<file path="src/hw/rtl/signed_int_to_custom_radix_text_top_assert.svh">
// ---------------------------------------------------------------------------
// Assertion macros for the radix text converter
// ---------------------------------------------------------------------------
`ifndef SIGNED_INT_TO_CUSTOM_RADIX_TEXT_TOP_ASSERT_SVH
`define SIGNED_INT_TO_CUSTOM_RADIX_TEXT_TOP_ASSERT_SVH

// Same-cycle implication, disabled while reset is asserted
`define SIRT_ASSERT_NOW(label, ante, cons, msg) \
    label: assert property (@(posedge clk) disable iff (!rst_n) (ante) |-> (cons)) \
        else $error(msg);

// Next-cycle implication, disabled while reset is asserted
`define SIRT_ASSERT_NEXT(label, ante, cons, msg) \
    label: assert property (@(posedge clk) disable iff (!rst_n) (ante) |=> (cons)) \
        else $error(msg);

`endif

</file>
<file path="src/hw/rtl/sirt_pkg.sv">
`timescale 1ns / 1ps
// ---------------------------------------------------------------------------
// sirt_pkg
// Shared widths, character codes and divider handshake types.
// ---------------------------------------------------------------------------
package sirt_pkg;

    localparam int MAX_SYMBOLS = 128;
    localparam int TBL_AW      = 7;
    localparam int DIGIT_DEPTH = 32;
    localparam int STK_AW      = 5;
    localparam int CNT_W       = 6;
    localparam int DIGIT_W     = 7;
    localparam int NUM_W       = 32;
    localparam int CHAR_W      = 8;
    localparam int LEN_W       = 8;
    localparam int DIV_STEPS   = 32;
    localparam int DIV_CW      = 5;

    localparam logic [CHAR_W-1:0] SYM_MIN  = 8'd33;
    localparam logic [CHAR_W-1:0] SYM_MAX  = 8'd126;
    localparam logic [CHAR_W-1:0] CH_MINUS = 8'h2D;
    localparam logic [CHAR_W-1:0] CH_PLUS  = 8'h2B;
    localparam logic [LEN_W-1:0]  MIN_LEN  = 8'd2;

    localparam logic REQ_LOAD    = 1'b0;
    localparam logic REQ_CONVERT = 1'b1;

    typedef struct packed {
        logic              start;
        logic [NUM_W-1:0]  dividend;
        logic [LEN_W-1:0]  divisor;
    } sirt_div_req_t;

    typedef struct packed {
        logic              busy;
        logic              done;
        logic [NUM_W-1:0]  quot;
        logic [LEN_W-1:0]  rem;
    } sirt_div_rsp_t;

endpackage

</file>
<file path="src/hw/rtl/sirt_sym_check.sv">
`timescale 1ns / 1ps
// ---------------------------------------------------------------------------
// sirt_sym_check
// Screens one digit symbol per call: printable range, no sign characters,
// and no repeat of a symbol already seen since the last clear.
// ---------------------------------------------------------------------------
module sirt_sym_check
(
    input  logic                        clk,
    input  logic                        rst_n,
    input  logic                        clr,
    input  logic                        upd,
    input  logic [sirt_pkg::CHAR_W-1:0] sym,
    output logic                        bad
);
    import sirt_pkg::*;

    localparam int SEEN_N = 1 << CHAR_W;

    logic [SEEN_N-1:0] seen_reg, seen_next;

    assign bad = (sym < SYM_MIN) || (sym > SYM_MAX) || (sym == CH_MINUS)
              || (sym == CH_PLUS) || seen_reg[sym];

    always_comb
    begin
        seen_next = seen_reg;
        if (clr)
        begin
            seen_next = '0;
        end
        else if (upd)
        begin
            seen_next[sym] = 1'b1;
        end
    end

    always_ff @(posedge clk or negedge rst_n)
    begin
        if (!rst_n)
        begin
            seen_reg <= '0;
        end
        else
        begin
            seen_reg <= seen_next;
        end
    end

endmodule

</file>
<file path="config.mk">
export PLATFORM = sky130hd
export DESIGN_NAME = sirt_sym_check
export DESIGN_NICKNAME = d
export VERILOG_FILES = /design/src/hw/rtl/signed_int_to_custom_radix_text_top_assert.svh /design/src/hw/rtl/sirt_pkg.sv /design/src/hw/rtl/sirt_sym_check.sv
export SDC_FILE = /design/constraint.sdc
export NUM_CORES = 1
export LEC_CHECK = 0
export ABC_AREA = 1
export ABC_CLOCK_PERIOD_IN_PS = 1800
export BUFFER_PORTS_ARGS = -buffer_cell sky130_fd_sc_hd__buf_4
export CAP_MARGIN = 20
export CORE_AREA = 2 2 172 174
export CTS_CLUSTER_SIZE = 40
export DETAILED_ROUTE_END_ITERATION = 7
export DIE_AREA = 0 0 174 176
export GPL_TIMING_DRIVEN = 0
export SYNTH_ARGS = -nofsm -noshare
export SYNTH_HDL_FRONTEND = slang
export SYNTH_SLANG_ARGS = --single-unit
</file>
<file path="constraint.sdc">
create_clock -name clk -period 1.8 [get_ports clk]
set_input_delay 0.18 -clock clk [delete_from_list [all_inputs] [get_ports clk]]
set_output_delay 0.18 -clock clk [all_outputs]
set_load 0.01 [all_outputs]
</file>
==> results summary <==
The worst setup path is launched from a flip-flop. The detailed router placed 8763 vias in this run. The flow ran to the end, but the final reports show violations. Setup repair after global routing could not meet its margin everywhere. The minimum clock period after layout came out at 2280 ps. The count of unresolved DRC violations after routing came out at 0. Yosys attributes the largest share of cell area to dfrtp_1 (51%), nand2_1 (18%), a21oi_1 (10%). The number of DRC markers after the initial detailed-route iteration is 1108. The final cycle utilization of the critical path is 127%. Counting both buffers and inverters, the worst setup path holds a total of 1. The final setup violation count is 1.

The final antenna-violating net count is 0. For met2 alone, demand over resource in global routing was 34.8%. The total area inside the core boundary comes to 28500 sq um. The TritonCTS buffer count is 17.

Once routing completed, OpenROAD measured the worst setup slack at -477 ps. The synthesized area is 9360 sq um. The average detailed-routed wire length per instance is 19.0 um. Counting stages on the worst path, the most repeated cell is nand2_1. The area enclosed by the die boundary came out at 30600 sq um. The average cell area after synthesis is 7.40 sq um. The register with the most flip-flops in the layout has 192 of them. The met3 global-route usage came out at 3.66%.

Once layout is complete, the cells apart from fillers number 1695. The final max-slew violation count is 0. The analysis attributes to cell leakage a power of 0.00511 uW. The maximum vdd drop is 0.686 mV. After synthesis, flip-flops and latches occupy 51.4% of the total area. The maximum level of the CTS H-tree came out at 4. The routed via count divided by cell count came out at 5.17. Headroom to the max-slew limit came out at 51.1%. The congestion estimate from routability-driven global placement came to 0.888. Once the floorplan was initialized, standard cells occupied 32.8% of the core. The power density relative to cell area is 823 nW/um^2. Clock skew on the completed layout was measured at 0 ps. For this run, the number of Yosys warnings is 0. For this run, the total global-route usage over all layers was measured as 21.7%. The largest net degree at the start of global routing came out at 107. After clock tree synthesis, the clock-pin slew on the worst setup and hold paths is 70 ps. 13 I/O pins were placed. The number of global-route vias before repair came to 8517. Of all cell types, the one taking the most synthesized area is dfrtp_1. The die is 174 um wide. The post-synth net total came out at 1276. The post-synthesis cell type count is 21. Clock tree synthesis selected as its root buffer the cell clkbuf_16. The clock tree buffer depth is 2. After global routing, the most crowded layer is met2. The later-pin clock latency in the skew report came out at 440 ps. The CTS tree is built. The number of hold-slack violations in the final timing report is 0. The initial antenna violation count came out at 0.

The site row count came out at 62. The clock net in this run drives a total of 192 sinks. STA classifies the critical path endpoint as a primary output. The routing usage on met1 came out at 29.1%. The number of port buffers came out at 10.

The instance count of the mapped netlist is 1264. The area share of the leading cell type in the synthesized netlist is 51.4%. The signal on the critical path passes through nand2_1 > o21ai_0 > nand2_1 > nand2_1 > nand2_1 > nand2_1 > o21ai_1 > nand2_1 > nor2_1 > nor2_1 > nor2_1 > nand2_1 > buf_6. The min-delay analysis places its worst path in the category primary input to flip-flop.

The critical path's largest stage delay is 380 ps. The maximum operating frequency is 0.439 GHz. In this run the worst path has a maximum fanout of 2. The layout overhead on the synthesized area came out at 13.6%. The layout net count is 1310. The share of final-layout standard cells stronger than drive strength 1 came out at 10.5%. The slew at the pin closest to its max-slew limit is 734 ps. The vertical die dimension came out at 176 um. The data required time at the worst endpoint came out at 1620 ps.

The number of placed instances, taps included, is 1659. The first-pass GRT wire length is 50.3 mm. The kind of cell with the highest combined delay along the critical path is simple AND/OR/NAND/NOR gates. The tightest hold path in the finished design has a slack of 146 ps.

Global routing finished with a remaining overflow of 0. The final layout contains routed wiring with a total length of 32.3 mm. The category of the critical setup timing path is flip-flop to primary output.

The final reports fail on negative setup slack. The detailed placer's ending HPWL is 20.8 mm. The data arrival time of the critical path is 2100 ps. The number of register bits inferred by synthesis came out at 192.

The repair_antennas step left the layout with diodes totalling 0. The tool flagged a number of max-cap violations equal to 0. The slowest stage of the critical path is the dfrtp_1 cell. The detailed-router iteration count before antenna repair is 6.
[report_power, final]
part	internal [uW]	switching (uW)
registers	4320	4.44
logic	112	558
clock network	2000	1760
total	6430	2320
[cell families (layout without fill, tap and decap cells)]
group	after synthesis	count (layout)	share of synthesized area, %
AOI/OAI and AO/OA	256	256	13.7
DFF	192	192	51.4
and+or+nand+nor	655	655	27.8
buffers and inverters	161	208	7.06
[layout make-up]
class                   instances  area [sq um]
fillers                      3112         17900
flip-flops and latches        192          4800
multi-input cells             911          3930
well taps                     384           480
clock buffers                  21           460
plain buffers                  88           429
inverters                      73           274
repair buffers                 15           146
clock inverters                11           103
[stage by stage]
step	cell area [sq um]	setup WS [ps]	util, %	power [uW]	setup TNS, ps
after CTS	10600	-435	37.1	8730	-435
after global placement	9910	-847	34.7	5040	-172000
after detailed placement	9950	-702	34.8	5050	-11100
after floorplan	9360	161	-	4700	0
after global routing	10600	-610	37.2	8960	-610
final	10600	-477	37.2	8750	-477
[path summary, 6_finish.rpt]
| kind | startpoint | endpoint | slack [ps] | cells past startpoint |
|---|---|---|---|---|
| max in group asynchronous | rst_n | seen_reg[64] | 470 | 3 |
| min in group asynchronous | rst_n | seen_reg[14] | 360 | 2 |
| worst min-delay path | clr | seen_reg[157] | 150 | 2 |
| worst min register to register | seen_reg[15] | seen_reg[15] | 500 | 2 |
| worst max register to register | seen_reg[111] | seen_reg[111] | 970 | 4 |
| worst max-delay path | seen_reg[177] | bad | -480 | 13 |
[cell usage in the layout, fill, tap and decap left out, drive strengths merged, types with 3 or more instances in the layout]
cell type,netlist,final
buf,45,58
clkinv,0,6
inv,73,77
dfrtp,192,192
a21oi,194,194
clkbuf,43,65
nand2,456,456
o21ai,60,60
nand3,3,3
nor3,16,16
nor2,179,179
[timing repair]
item	4_1_cts	5_1_grt
endpoints found under the setup margin	1	11
pin swaps	7	10
endpoints found under the hold margin	86	0
gates resized for setup	33	17
setup buffers	2	1
hold buffers	1	0
[Yosys cell counts, drive strengths merged]
cell,n
a21oi,194
a31oi,1
buf,45
clkbuf,43
dfrtp,192
inv,73
nand2,456
nand3,3
nor2,179
nor3,16
o211ai,1
o21ai,60
or2,1
[routing by layer]
layer | vias to the layer above | share of wire, %
li1 | 4015 | -
met1 | 4277 | 43
met2 | 393 | 46
met3 | 78 | 7.6
met4 | 0 | 3.4
met5 | - | 0
Note: power is estimated with default switching activity, not from simulation.
